--- src/rtl/aabb_all_pairs_overlap_defines.svh ---
// Assertion macros shared by the box overlap checker's RTL files.
`ifndef AABB_ALL_PAIRS_OVERLAP_DEFINES_SVH
`define AABB_ALL_PAIRS_OVERLAP_DEFINES_SVH
`ifndef SYNTH
// The consequent must hold in the same cycle as the antecedent.
`define AAPO_ASSERT_SAME(label, clk, rst_n, ante, cons, msg) \
    label: assert property (@(posedge clk) disable iff (!rst_n) (ante) |-> (cons)) \
        else $error(msg);
// The consequent must hold in the cycle after the antecedent.
`define AAPO_ASSERT_NEXT(label, clk, rst_n, ante, cons, msg) \
    label: assert property (@(posedge clk) disable iff (!rst_n) (ante) |=> (cons)) \
        else $error(msg);
`else
`define AAPO_ASSERT_SAME(label, clk, rst_n, ante, cons, msg)
`define AAPO_ASSERT_NEXT(label, clk, rst_n, ante, cons, msg)
`endif
`endif

--- src/rtl/aapo_pkg.sv ---
// Shared types and constants of the box overlap checker.
`default_nettype none

package aapo_pkg;

    localparam int SLOTS_DEFAULT = 8;
    localparam int SLOT_W        = 3;
    localparam int MAX_RESULTS   = 29;
    localparam int CNT_W         = $clog2(MAX_RESULTS + 1);

    localparam logic [1:0] FUNC_CREATE     = 2'd0;
    localparam logic [1:0] FUNC_ERASE      = 2'd1;
    localparam logic [1:0] FUNC_SET_ACTIVE = 2'd2;
    localparam logic [1:0] FUNC_TICK       = 2'd3;

    typedef struct packed {
        logic [1:0]         func;
        logic [SLOT_W-1:0]  slot;
        logic signed [15:0] x_pos;
        logic signed [15:0] y_pos;
        logic [15:0]        box_width;
        logic [15:0]        box_height;
        logic               active_value;
        logic               has_handler;
    } in_beat_t;

    typedef struct packed {
        logic [SLOT_W-1:0] first_slot;
        logic [SLOT_W-1:0] second_slot;
        logic              pair_found;
        logic              first_handler;
        logic              second_handler;
        logic              table_full;
        logic              last;
    } out_beat_t;

    typedef struct packed {
        logic create;
        logic erase;
        logic set_active;
        logic issue;
        logic issue_final;
    } cmd_t;

    typedef struct packed {
        logic flush;
    } stat_t;

endpackage

`default_nettype wire

--- src/rtl/aapo_ctrl.sv ---
// Controller: command decode and the pair walk sequencer.
`default_nettype none
`include "aabb_all_pairs_overlap_defines.svh"

module aapo_ctrl #(
    parameter int SLOTS = aapo_pkg::SLOTS_DEFAULT
) (
    input  wire logic                       clk,
    input  wire logic                       rst_n,
    input  wire logic                       start,
    input  wire logic [1:0]                 func,
    input  wire aapo_pkg::stat_t            status,
    output aapo_pkg::cmd_t                  cmd,
    output logic [$clog2(SLOTS)-1:0]        pair_i,
    output logic [$clog2(SLOTS)-1:0]        pair_j,
    output logic                            busy
);
    import aapo_pkg::*;

    localparam int IDX_W = $clog2(SLOTS);
    localparam logic [IDX_W-1:0] LAST_I = IDX_W'(SLOTS - 2);
    localparam logic [IDX_W-1:0] LAST_J = IDX_W'(SLOTS - 1);

    localparam logic [1:0] ST_IDLE  = 2'd0;
    localparam logic [1:0] ST_WALK  = 2'd1;
    localparam logic [1:0] ST_DRAIN = 2'd2;

    logic [1:0]       state_reg;
    logic [1:0]       state_next;
    logic [IDX_W-1:0] pair_i_reg;
    logic [IDX_W-1:0] pair_i_next;
    logic [IDX_W-1:0] pair_j_reg;
    logic [IDX_W-1:0] pair_j_next;
    logic             accept;
    logic             final_pair;

    assign accept     = start && (state_reg == ST_IDLE);
    assign final_pair = (pair_i_reg == LAST_I) && (pair_j_reg == LAST_J);

    always_comb
    begin
        state_next  = state_reg;
        pair_i_next = pair_i_reg;
        pair_j_next = pair_j_reg;
        cmd         = '0;
        unique case (state_reg)
            ST_IDLE:
            begin
                if (accept)
                begin
                    unique case (func)
                        FUNC_CREATE:     cmd.create     = 1'b1;
                        FUNC_ERASE:      cmd.erase      = 1'b1;
                        FUNC_SET_ACTIVE: cmd.set_active = 1'b1;
                        FUNC_TICK:
                        begin
                            state_next  = ST_WALK;
                            pair_i_next = '0;
                            pair_j_next = IDX_W'(1);
                        end
                    endcase
                end
            end
            ST_WALK:
            begin
                cmd.issue       = 1'b1;
                cmd.issue_final = final_pair;
                if (final_pair)
                begin
                    state_next = ST_DRAIN;
                end
                else if (pair_j_reg == LAST_J)
                begin
                    pair_i_next = pair_i_reg + IDX_W'(1);
                    pair_j_next = pair_i_reg + IDX_W'(2);
                end
                else
                begin
                    pair_j_next = pair_j_reg + IDX_W'(1);
                end
            end
            ST_DRAIN:
            begin
                if (status.flush)
                begin
                    state_next = ST_IDLE;
                end
            end
            default:
            begin
                state_next = ST_IDLE;
            end
        endcase
    end

    always_ff @(posedge clk or negedge rst_n)
    begin
        if (!rst_n)
        begin
            state_reg  <= ST_IDLE;
            pair_i_reg <= '0;
            pair_j_reg <= '0;
        end
        else
        begin
            state_reg  <= state_next;
            pair_i_reg <= pair_i_next;
            pair_j_reg <= pair_j_next;
        end
    end

    assign pair_i = pair_i_reg;
    assign pair_j = pair_j_reg;
    assign busy   = (state_reg != ST_IDLE);

    `AAPO_ASSERT_SAME(a_pair_ordered, clk, rst_n, cmd.issue, pair_i_reg < pair_j_reg, "pair walk issued i >= j")
    `AAPO_ASSERT_NEXT(a_walk_starts, clk, rst_n, accept && (func == FUNC_TICK), (pair_i_reg == '0) && (pair_j_reg == IDX_W'(1)), "tick did not start at the first pair")
    `AAPO_ASSERT_NEXT(a_drain_ends, clk, rst_n, (state_reg == ST_DRAIN) && status.flush, state_reg == ST_IDLE, "controller did not return to idle after flush")

endmodule

`default_nettype wire

--- src/rtl/aapo_datapath.sv ---
// Datapath: box table, overlap compare pipeline and result register.
`default_nettype none
`include "aabb_all_pairs_overlap_defines.svh"

module aapo_datapath #(
    parameter int SLOTS = aapo_pkg::SLOTS_DEFAULT
) (
    input  wire logic                       clk,
    input  wire logic                       rst_n,
    input  wire aapo_pkg::cmd_t             cmd,
    input  wire logic [$clog2(SLOTS)-1:0]   pair_i,
    input  wire logic [$clog2(SLOTS)-1:0]   pair_j,
    input  wire aapo_pkg::in_beat_t         request,
    output aapo_pkg::stat_t                 status,
    output aapo_pkg::out_beat_t             result,
    output logic                            result_valid
);
    import aapo_pkg::*;

    localparam int IDX_W = $clog2(SLOTS);

    typedef struct packed {
        logic signed [15:0] x;
        logic signed [15:0] y;
        logic [15:0]        w;
        logic [15:0]        h;
    } geom_t;

    // Box table: flags in flip-flops, geometry in a two-read-port memory.
    geom_t            geom_mem [SLOTS];
    logic [SLOTS-1:0] valid_reg;
    logic [SLOTS-1:0] active_reg;
    logic [SLOTS-1:0] handler_reg;

    // Lowest free slot.
    logic [IDX_W-1:0]        free_idx;
    logic                    table_full;
    logic [IDX_W+SLOT_W-1:0] free_wide;
    logic [IDX_W+SLOT_W-1:0] req_slot_wide;
    logic [IDX_W-1:0]        req_idx;
    logic                    req_in_range;

    always_comb
    begin
        free_idx   = '0;
        table_full = 1'b1;
        for (int s = SLOTS - 1; s >= 0; s--)
        begin
            if (!valid_reg[s])
            begin
                free_idx   = IDX_W'(s);
                table_full = 1'b0;
            end
        end
    end

    assign free_wide     = {{SLOT_W{1'b0}}, free_idx};
    assign req_slot_wide = {{IDX_W{1'b0}}, request.slot};
    assign req_idx       = req_slot_wide[IDX_W-1:0];
    assign req_in_range  = (int'(request.slot) < SLOTS);

    always_ff @(posedge clk or negedge rst_n)
    begin
        if (!rst_n)
        begin
            valid_reg   <= '0;
            active_reg  <= '0;
            handler_reg <= '0;
        end
        else
        begin
            if (cmd.create && !table_full)
            begin
                valid_reg[free_idx]   <= 1'b1;
                active_reg[free_idx]  <= 1'b1;
                handler_reg[free_idx] <= request.has_handler;
            end
            if (cmd.erase && req_in_range)
            begin
                valid_reg[req_idx] <= 1'b0;
            end
            if (cmd.set_active && req_in_range)
            begin
                active_reg[req_idx] <= request.active_value;
            end
        end
    end

    // Stage 1: registered reads of both boxes.
    geom_t            geom_a_reg;
    geom_t            geom_b_reg;
    logic             s1_valid_reg;
    logic             s1_final_reg;
    logic             s1_qual_reg;
    logic             s1_ha_reg;
    logic             s1_hb_reg;
    logic [IDX_W-1:0] s1_i_reg;
    logic [IDX_W-1:0] s1_j_reg;

    always_ff @(posedge clk)
    begin
        if (cmd.create && !table_full)
        begin
            geom_mem[free_idx] <= '{x: request.x_pos, y: request.y_pos,
                                    w: request.box_width, h: request.box_height};
        end
    end

    always_ff @(posedge clk)
    begin
        geom_a_reg <= geom_mem[pair_i];
        geom_b_reg <= geom_mem[pair_j];
    end

    always_ff @(posedge clk)
    begin
        s1_qual_reg <= valid_reg[pair_i] && valid_reg[pair_j]
                    && active_reg[pair_i] && active_reg[pair_j];
        s1_ha_reg   <= handler_reg[pair_i];
        s1_hb_reg   <= handler_reg[pair_j];
        s1_i_reg    <= pair_i;
        s1_j_reg    <= pair_j;
    end

    // Stage 2: twice the center distance and the summed sizes per axis.
    logic [16:0] dx;
    logic [16:0] dy;
    logic [16:0] abs_dx;
    logic [16:0] abs_dy;

    assign dx     = {geom_a_reg.x[15], geom_a_reg.x} - {geom_b_reg.x[15], geom_b_reg.x};
    assign dy     = {geom_a_reg.y[15], geom_a_reg.y} - {geom_b_reg.y[15], geom_b_reg.y};
    assign abs_dx = dx[16] ? (17'd0 - dx) : dx;
    assign abs_dy = dy[16] ? (17'd0 - dy) : dy;

    logic [16:0]      dx2_reg;
    logic [16:0]      dy2_reg;
    logic [16:0]      sum_w_reg;
    logic [16:0]      sum_h_reg;
    logic             s2_valid_reg;
    logic             s2_final_reg;
    logic             s2_qual_reg;
    logic             s2_ha_reg;
    logic             s2_hb_reg;
    logic [IDX_W-1:0] s2_i_reg;
    logic [IDX_W-1:0] s2_j_reg;

    always_ff @(posedge clk)
    begin
        dx2_reg     <= {abs_dx[15:0], 1'b0};
        dy2_reg     <= {abs_dy[15:0], 1'b0};
        sum_w_reg   <= {1'b0, geom_a_reg.w} + {1'b0, geom_b_reg.w};
        sum_h_reg   <= {1'b0, geom_a_reg.h} + {1'b0, geom_b_reg.h};
        s2_qual_reg <= s1_qual_reg;
        s2_ha_reg   <= s1_ha_reg;
        s2_hb_reg   <= s1_hb_reg;
        s2_i_reg    <= s1_i_reg;
        s2_j_reg    <= s1_j_reg;
    end

    logic flush_reg;

    always_ff @(posedge clk or negedge rst_n)
    begin
        if (!rst_n)
        begin
            s1_valid_reg <= 1'b0;
            s1_final_reg <= 1'b0;
            s2_valid_reg <= 1'b0;
            s2_final_reg <= 1'b0;
            flush_reg    <= 1'b0;
        end
        else
        begin
            s1_valid_reg <= cmd.issue;
            s1_final_reg <= cmd.issue_final;
            s2_valid_reg <= s1_valid_reg;
            s2_final_reg <= s1_final_reg;
            flush_reg    <= s2_valid_reg && s2_final_reg;
        end
    end

    // Stage 3: strict compare. A hit is held back one place so that the
    // final one can carry the last mark when the walk ends.
    logic                    hit;
    logic                    take;
    logic [IDX_W+SLOT_W-1:0] s2_i_wide;
    logic [IDX_W+SLOT_W-1:0] s2_j_wide;
    out_beat_t               cur_pair;

    out_beat_t  pend_reg;
    out_beat_t  pend_next;
    logic       pend_valid_reg;
    logic       pend_valid_next;
    logic [CNT_W-1:0] count_reg;
    logic [CNT_W-1:0] count_next;
    out_beat_t  result_reg;
    out_beat_t  result_next;
    logic       result_valid_reg;
    logic       result_valid_next;

    assign hit  = s2_qual_reg && (dx2_reg < sum_w_reg) && (dy2_reg < sum_h_reg);
    assign take = s2_valid_reg && hit && (count_reg < CNT_W'(MAX_RESULTS));

    assign s2_i_wide = {{SLOT_W{1'b0}}, s2_i_reg};
    assign s2_j_wide = {{SLOT_W{1'b0}}, s2_j_reg};

    always_comb
    begin
        cur_pair                = '0;
        cur_pair.first_slot     = s2_i_wide[SLOT_W-1:0];
        cur_pair.second_slot    = s2_j_wide[SLOT_W-1:0];
        cur_pair.pair_found     = 1'b1;
        cur_pair.first_handler  = s2_ha_reg;
        cur_pair.second_handler = s2_hb_reg;
    end

    always_comb
    begin
        result_next       = result_reg;
        result_valid_next = 1'b0;
        pend_next         = pend_reg;
        pend_valid_next   = pend_valid_reg;
        count_next        = count_reg;
        priority if (cmd.create)
        begin
            result_next       = '0;
            result_next.last  = 1'b1;
            result_valid_next = 1'b1;
            if (table_full)
            begin
                result_next.table_full = 1'b1;
            end
            else
            begin
                result_next.first_slot = free_wide[SLOT_W-1:0];
            end
        end
        else if (take)
        begin
            if (pend_valid_reg)
            begin
                result_next       = pend_reg;
                result_next.last  = 1'b0;
                result_valid_next = 1'b1;
            end
            pend_next       = cur_pair;
            pend_valid_next = 1'b1;
            count_next      = count_reg + CNT_W'(1);
        end
        else if (flush_reg)
        begin
            result_next       = pend_valid_reg ? pend_reg : '0;
            result_next.last  = 1'b1;
            result_valid_next = 1'b1;
            pend_valid_next   = 1'b0;
            count_next        = '0;
        end
    end

    always_ff @(posedge clk or negedge rst_n)
    begin
        if (!rst_n)
        begin
            pend_valid_reg   <= 1'b0;
            count_reg        <= '0;
            result_valid_reg <= 1'b0;
        end
        else
        begin
            pend_valid_reg   <= pend_valid_next;
            count_reg        <= count_next;
            result_valid_reg <= result_valid_next;
        end
    end

    always_ff @(posedge clk)
    begin
        pend_reg   <= pend_next;
        result_reg <= result_next;
    end

    assign status.flush = flush_reg;
    assign result       = result_reg;
    assign result_valid = result_valid_reg;

    `AAPO_ASSERT_NEXT(a_flush_emits_last, clk, rst_n, flush_reg, result_valid_reg && result_reg.last, "flush did not emit a last beat")
    `AAPO_ASSERT_SAME(a_flush_pipe_empty, clk, rst_n, flush_reg, !s1_valid_reg && !s2_valid_reg, "flush while compares in flight")
    `AAPO_ASSERT_SAME(a_create_idle_pipe, clk, rst_n, cmd.create, !s1_valid_reg && !s2_valid_reg && !pend_valid_reg, "create during a tick walk")
    `AAPO_ASSERT_SAME(a_count_bounded, clk, rst_n, pend_valid_reg, (count_reg != '0) && (count_reg <= CNT_W'(MAX_RESULTS)), "pair count out of range")

endmodule

`default_nettype wire

--- src/rtl/aabb_all_pairs_overlap.sv ---
// Top level of the axis-aligned box table with all-pairs overlap search.
`default_nettype none

// A table of SLOTS boxes (center x/y signed, full width/height unsigned,
// 16 bits each) with an active flag and a handler bit per slot. A command
// beat is taken at a rising edge where start is high and busy is low.
// Create, erase and set active leave busy low, and create returns one
// result beat in the next cycle with the new slot or table_full. A tick
// walks every slot pair i<j, one pair per cycle through a three-stage
// compare pipeline (table read, distance and size sums, strict compare),
// and busy stays high until the final pair has left that pipeline. Each
// overlapping pair of valid, active boxes comes out as one beat; the last
// beat of the tick carries last, and a tick without overlaps gives one
// empty beat with only last set. At most 29 pair beats are reported per
// tick. result_valid is high for exactly one cycle per result beat and the
// receiver cannot hold beats off, so it must take every beat as it comes.
// Geometry of a slot is used in a compare only after create has written
// it; no clearing pass is needed after reset.
module aabb_all_pairs_overlap #(
    parameter int SLOTS = aapo_pkg::SLOTS_DEFAULT
) (
    input  wire logic                clk,
    input  wire logic                rst_n,
    input  wire logic                start,
    output logic                     busy,
    input  wire aapo_pkg::in_beat_t  request,
    output aapo_pkg::out_beat_t      result,
    output logic                     result_valid
);
    import aapo_pkg::*;

    localparam int IDX_W = $clog2(SLOTS);

    cmd_t             cmd;
    stat_t            status;
    logic [IDX_W-1:0] pair_i;
    logic [IDX_W-1:0] pair_j;

    // The controller decodes command beats and sequences the pair walk.
    aapo_ctrl #(
        .SLOTS (SLOTS)
    ) u_ctrl (
        .clk    (clk),
        .rst_n  (rst_n),
        .start  (start),
        .func   (request.func),
        .status (status),
        .cmd    (cmd),
        .pair_i (pair_i),
        .pair_j (pair_j),
        .busy   (busy)
    );

    // The datapath holds the table, compares boxes and drives result beats.
    aapo_datapath #(
        .SLOTS (SLOTS)
    ) u_datapath (
        .clk          (clk),
        .rst_n        (rst_n),
        .cmd          (cmd),
        .pair_i       (pair_i),
        .pair_j       (pair_j),
        .request      (request),
        .status       (status),
        .result       (result),
        .result_valid (result_valid)
    );

endmodule

`default_nettype wire

--- config.mk ---
export PLATFORM = sky130hd
export DESIGN_NAME = aabb_all_pairs_overlap
export DESIGN_NICKNAME = d
export VERILOG_FILES = /design/src/rtl/aapo_pkg.sv /design/src/rtl/aapo_ctrl.sv /design/src/rtl/aapo_datapath.sv /design/src/rtl/aabb_all_pairs_overlap.sv
export VERILOG_INCLUDE_DIRS = /design/src /design/src/rtl
export SDC_FILE = /design/constraint.sdc
export NUM_CORES = 1
export LEC_CHECK = 0
export BUFFER_PORTS_ARGS = -buffer_cell sky130_fd_sc_hd__buf_2
export CAP_MARGIN = 20
export CORE_ASPECT_RATIO = 0.6
export CORE_MARGIN = 4
export CORE_UTILIZATION = 52
export DETAILED_ROUTE_END_ITERATION = 16
export PLACE_DENSITY = 0.76
export SYNTH_ARGS = -nofsm -noshare
export SYNTH_HDL_FRONTEND = slang
export SYNTH_SLANG_ARGS = --single-unit
--- constraint.sdc ---
create_clock -name clk -period 19.8 [get_ports clk]
set_clock_uncertainty 0.15 [all_clocks]
set_input_delay 1.98 -clock clk [delete_from_list [all_inputs] [get_ports clk]]
set_output_delay 1.98 -clock clk [all_outputs]
set_load 0.01 [all_outputs]
==> key figures, run 1 <==
Outcome
  • Status: finished clean

Global route
  • Total GRT Usage: 21.4%
  • Vias in the first global route: between 15000 and 20000
  • First-pass GRT wire length: about 120000 um
  • Antenna violations before repair: 6
  • Largest net degree at the start of global routing: 73
  • Gr ovfl total: 0

Logic synthesis
  • Fraction of registers with async set/reset: 5.59%
  • Register bit total from synthesis: 787
  • Post-Syn Nets: 2250
  • Sequential share of the synthesized area: 61.7%
  • Cell Area, Synth: 34400 um2
  • Cells after Synth: 2069
  • Synth unique cells: 83
  • Primary FF master, synth: edfxtp_1
  • Ys Warns: 0
  • Number of flops mapped to enable cells by yosys: 524
  • Mapped Avg Cell Area: 16.6 um2

Setup path
  • Crit Path Category: in -> reg
  • CP Data Required Time: 20.15 ns
  • CP cell instances: buf_2 -> nand2_1 -> nor3_2 -> nand3_1 -> nor2_1 -> nand3_1 -> nor3b_2 -> buf_4 -> buf_4 -> mux2_2
  • Critical path endpoint category: flop
  • Critical Path Source Type: primary input
  • Worst r2r src: u_ctrl.state_reg[0]
  • R2r worst-path depth: 10
  • Max FO, Critical Path: 37
  • CP arrival: 5.26 ns
  • CP Launch Point: start
  • Slowest cell on crit path: buf_4
  • Max stage delay on crit path: between 0.6 and 0.7 ns

STA
  • Slew Viols, Final: 0
  • Final setup viols: 0
  • Fmax: approximately 200 MHz
  • RSZ-0062 raised after global routing: no
  • Period utilization: approximately a quarter
  • Final Critical Period: around 5 ns
  • Total negative slack: 0 ns
  • Relative slew slack: 28.1%
  • Final hold violation count: 0
  • Worst-Margin Slew: between 1 and 1.5 ns
  • Setup ws final: 14.89 ns

Detailed routing
  • Drt drc: 0
  • ANT nets after route: 0
  • Vias: 19100
  • Final wirelength: 75400 um
  • Via-to-Cell Ratio: 6.13
  • Average wire per standard cell: 24.2 um
  • TritonRoute pass-1 iters: 7
  • 1st-iter DRT viols: about 1700

Die
  • Die X: 340 um
  • Row count: between 70 and 80
  • Core Box Area: ~65000 um2
  • Io pins: 87
  • Initial Util: 53.0%
  • Die height: 207 um
  • Die ar.: 70500 um2

Clock tree
  • TritonCTS clock tree: yes
  • CTS buffer count: 71
  • Worst skew pair latency: slightly above 0.6 ns
  • Reg clk slew, reported paths: 0.06 ns
  • Root Buffer: clkbuf_16
  • Clock tree buffer depth: 3
  • H-tree levels: 3
  • # clock sinks: roughly 790
  • Hold Buf Count CTS: 0
  • Post-CTS Setup Bufs: 0
  • Resized cells post-CTS: 0

Finish
  • Most frequent cells in the layout: 524 x edfxtp_1, 261 x mux4_2, 219 x dfxtp_1, 141 x mux2_2, 104 x inv_1
  • Max FFs per register: 512
  • Commonest non-fill, non-tap cell in the layout: edfxtp_1
  • Share of post-route cells with drive strength above 1: 30.2%
  • Layout Nets: 2352
  • Area grow syn2layout: 11.7%

Place
  • GP Congestion: 0.883
  • Post-DP HPWL: 45800 um
  • IO Port Bufs: 86
  • Setup slack at placement: 14.30 ns

Min path
  • WHS Path Cells: 0
  • Hold_sp: u_datapath.s1_i_reg[0]
  • Min-delay worst type: reg -> reg

Job
  • Max Cap Viol: 0

Power
  • Leakage: roughly 14 nW
  • PD cells: 154 nW/um2
  • Worst vdd ir: 0.0000881 V
==> logic make-up after synthesis <==
logic type / after synthesis / synth area share [%]
adder cells (fa/ha/maj): 107 / 3.98
flip-flops: 787 / 61.7
XOR/XNOR: 69 / 1.76
multiplexers: 405 / 21.8
AO/OA/AOI/OAI: 243 / 4.83
AND/OR/NAND/NOR: 266 / 3.87
buffers and inverters: 192 / 2.12
==> where the power goes <==
group / switching, mW / internal, mW / leakage [nW]
Sequential: 0.174 / 2.02 / 7.11
Combinational: 1.18 / 1.09 / 5.19
Clock: 0.608 / 0.846 / 1.23
==> through the flow <==
stage               cells  hold slack (ns)  total power [mW]  util (%)  instance area, um2
CTS                  3116            0.177              5.95      59.1               38400
finish               3120            0.179              5.92      59.2               38400
global route         3118            0.187              6.27      59.2               38400
detailed placement   2984            0.162              4.47      55.3               35900
global placement     2984            0.161              4.41      55.3               35900
floorplan            2069            0.160              3.91         -               34400
==> worst max-delay path, delay by kind of cell <==
kind | cells | cell delay [ns]
buf+inv | 3 | 1.28
mux | 1 | 0.41
simple gates | 6 | 1.58
==> routing by layer <==
metal	track usage, %	vias to the layer above	share of wire, %
met5	0	-	0.053
met4	4.76	6	1.7
met3	4.65	114	7.6
met2	32.6	675	46
met1	32.2	9963	45
li1	-	8367	-
==> final timing paths <==
| check | end | slack [ns] |
|---|---|---|
| worst max-delay path | u_datapath.handler_reg[7] | 14.89 |
| worst min-delay path | u_datapath.s2_i_reg[0] | 0.18 |
| worst max register to register | u_datapath.handler_reg[7] | 15.74 |
| worst min register to register | u_datapath.s2_i_reg[0] | 0.18 |
| max in group asynchronous | u_ctrl.pair_j[0] | 18.01 |
| min in group asynchronous | u_datapath.count_reg[3] | 1.02 |
==> synth_stat cells, types with 6 or more instances <==
master | number | area (um2)
a211oi_1 | 7 | 52.6
a21o_1 | 22 | 165
a21oi_1 | 53 | 265
a31oi_1 | 13 | 81.3
and2_1 | 10 | 62.6
and3_1 | 8 | 50.1
buf_1 | 30 | 113
clkbuf_1 | 51 | 191
dfrtp_1 | 44 | 1100
dfxtp_1 | 219 | 4380
edfxtp_1 | 524 | 15700
ha_1 | 103 | 1290
inv_1 | 105 | 394
mux2_2 | 141 | 1590
mux4_2 | 261 | 5880
nand2_1 | 42 | 158
nand2b_1 | 15 | 93.8
nand3_1 | 21 | 105
nand4_1 | 7 | 43.8
nor2_1 | 96 | 360
nor2b_1 | 14 | 87.6
nor3_1 | 24 | 120
nor3b_1 | 6 | 45.0
o2111ai_1 | 6 | 52.6
o21a_1 | 17 | 128
o21ai_0 | 44 | 220
o21ai_1 | 6 | 30.0
o31ai_1 | 6 | 45.0
xnor2_1 | 45 | 394
xor2_1 | 24 | 210
==> final cells by class <==
class / instances / area, um2
diodes: 2 / 5.00
clock buffers: 104 / 2170
clock inverters: 28 / 319
fillers: 4678 / 26500
inverters: 105 / 394
multi-input cells: 1090 / 12500
flip-flops and latches: 787 / 21200
well taps: 888 / 1110
repair buffers: 116 / 688
(Power assumes the default switching activity.)
==> inputs of run 2 (changes only) <==
- clock period: 19.8 -> 4.9 ns (I/O delays scaled with it)
==> key figures, run 2 (synthesized netlist as in run 1, its figures left out) <==
Clock tree
  • # clock sinks: approximately 790
  • Root Buffer: clkbuf_16
  • CTS buffer count: 71
  • H-tree levels: 3
  • Worst skew pair latency: 0.62 ns
  • Reg clk slew, reported paths: 0.07 ns
  • TritonCTS clock tree: yes
  • Clock tree buffer depth: 3
  • Resized cells post-CTS: 0

Setup path
  • CP Buf/Inv Count: 1
  • Slowest cell on crit path: a21oi_4
  • CP Data Required Time: 5.01 ns
  • Max stage delay on crit path: 0.53 ns
  • CP arrival: 3.64 ns
  • Critical path endpoint category: flop
  • Critical Path Source Type: flop
  • CP cell instances: nor2_1 -> nand2_1 -> nor3_2 -> nand3_1 -> nor2_1 -> nand3_1 -> a21oi_4 -> buf_12
  • CP top delay family: simple AND/OR/NAND/NOR gates
  • Crit Path Category: reg -> reg
  • Max FO, Critical Path: 55

Power
  • Net load switching power: 7.85 mW
  • PD cells: 606 nW/um2
  • Sequential Power Share: 37.5%
  • Power Internal: 15.8 mW
  • Pwr Total: 23.7 mW
  • Leakage: 13.7 nW
  • Switch share: 33.2%
  • Worst vdd ir: 0.000504 V
  • Combinational power share: 38.9%
  • Clock share of power: 23.6%

STA
  • Relative slew slack: about a third
  • Slew Viols, Final: 0
  • Final Critical Period: 3.53 ns
  • Fmax: 283 MHz
  • Final hold violation count: 0
  • Period utilization: 72.0%
  • RSZ-0062 raised after global routing: no
  • Setup ws final: between 1 and 1.5 ns
  • Final setup viols: 0
  • Worst-Margin Slew: approximately 0.99 ns
  • Total negative slack: 0 ns

Die
  • Die height: 207 um
  • Io pins: 87
  • Row count: 72
  • Die X: 340 um
  • Initial Util: 53.0%
  • Core Box Area: 65000 um2
  • Die ar.: 70500 um2

Global route
  • Grt met3 use: 3.62%
  • Largest net degree at the start of global routing: 135
  • Met1 Use GR: 33.0%
  • Gr ovfl total: 0
  • Most Used Layer, Global Route: met2
  • Vias in the first global route: 19900
  • M2 GR Usage: roughly 33%
  • Total GRT Usage: 21.6%
  • First-pass GRT wire length: 118000 um
  • Antenna violations before repair: 0

Finish
  • Max FFs per register: 512
  • Layout Nets: 2409
  • Multi-input logic area: 12500 um2
  • Commonest non-fill, non-tap cell in the layout: edfxtp_1
  • Layout Utilization: 60.1%
  • Fill count: 4707
  • Cell Count, Final, Fillers Out: 3175
  • Most frequent cells in the layout: 524 x edfxtp_1, 261 x mux4_2, 219 x dfxtp_1, 141 x mux2_2, 104 x inv_1
  • Share of post-route cells with drive strength above 1: about 29%
  • Sequential standard cell area: 21200 um2
  • Area grow syn2layout: 13.5%

Detailed routing
  • Final wirelength: about 76000 um
  • Drt drc: 0
  • ANT nets after route: 0
  • TritonRoute pass-1 iters: 5
  • 1st-iter DRT viols: approximately 1800
  • Vias: 19200
  • Via-to-Cell Ratio: 6.04
  • Average wire per standard cell: 23.9 um

Place
  • Post-DP HPWL: 45200 um
  • Placed Cells: 2978
  • Setup slack at placement: 1.38 ns
  • GP Congestion: a little over 0.8
  • IO Port Bufs: 86

Job
  • Max Cap Viol: 0

Min path
  • Min-delay worst type: in -> reg

Outcome
  • Status: finished clean
## run 2: power groups by stage
stage	Clock (mW)	Combinational, mW	Sequential (mW)
global route	6.00	10.1	8.98
floorplan	0	7.24	8.57
detailed placement	0	9.10	9.01
CTS	5.71	9.24	8.88
finish	5.59	9.21	8.88
global placement	0	8.87	8.99
## run 2: cell type report
cell class,instances,share of cell area [%]
Antenna cell,1,0.00641
Clock buffer,107,5.55
Clock inverter,24,0.490
Inverter,105,1.01
Multi-Input combinational cell,1090,32.1
Sequential cell,787,54.4
Tap cell,888,2.84
Timing Repair Buffer,173,3.63
## run 2: path summary, 6_finish.rpt
| kind | from | slack, ns | to | cells after the start |
|---|---|---|---|---|
| max | u_ctrl.state_reg[0] | 1.37 | u_datapath.geom_mem[5][46] | 8 |
| min | request[3] | 0.05 | u_datapath.geom_mem[7][1] | 1 |
| max reg2reg | u_ctrl.state_reg[0] | 1.37 | u_datapath.geom_mem[5][46] | 8 |
| min reg2reg | u_datapath.s1_i_reg[0] | 0.18 | u_datapath.s2_i_reg[0] | 0 |
| max in group asynchronous | rst_n | 3.81 | u_ctrl.pair_j[0] | 3 |
| min in group asynchronous | rst_n | 0.25 | u_datapath.handler_reg[3] | 2 |
## run 2: worst reg2reg max path: stages, from the launching register on
cell and delay [ns]:
dfrtp_1 0.42, nor2_1 0.15, nand2_1 0.13, nor3_2 0.42, nand3_1 0.35, nor2_1 0.29, nand3_1 0.25, a21oi_4 0.53
buf_12 0.43
## run 2: per-layer routing
| metal | vias up | share of wire, % |
|---|---|---|
| li1 | 8507 | - |
| met1 | 9964 | 47 |
| met2 | 594 | 46 |
| met3 | 102 | 5.8 |
| met4 | 0 | 1.6 |
| met5 | - | 0 |
## run 2: repair_timing
action | 4_1_cts | 5_1_grt
buffers inserted | 0 | 0
hold endpoints to repair | 529 | 0
hold buffers | 64 | 0
## run 2: metrics by stage
stage	cell area (um2)	hold WS, ns
after floorplan	34400	0.0444
after global placement	36000	0.161
after detailed placement	36000	0.162
after CTS	39000	0.00272
after global routing	39100	0.0373
final	39100	0.0517
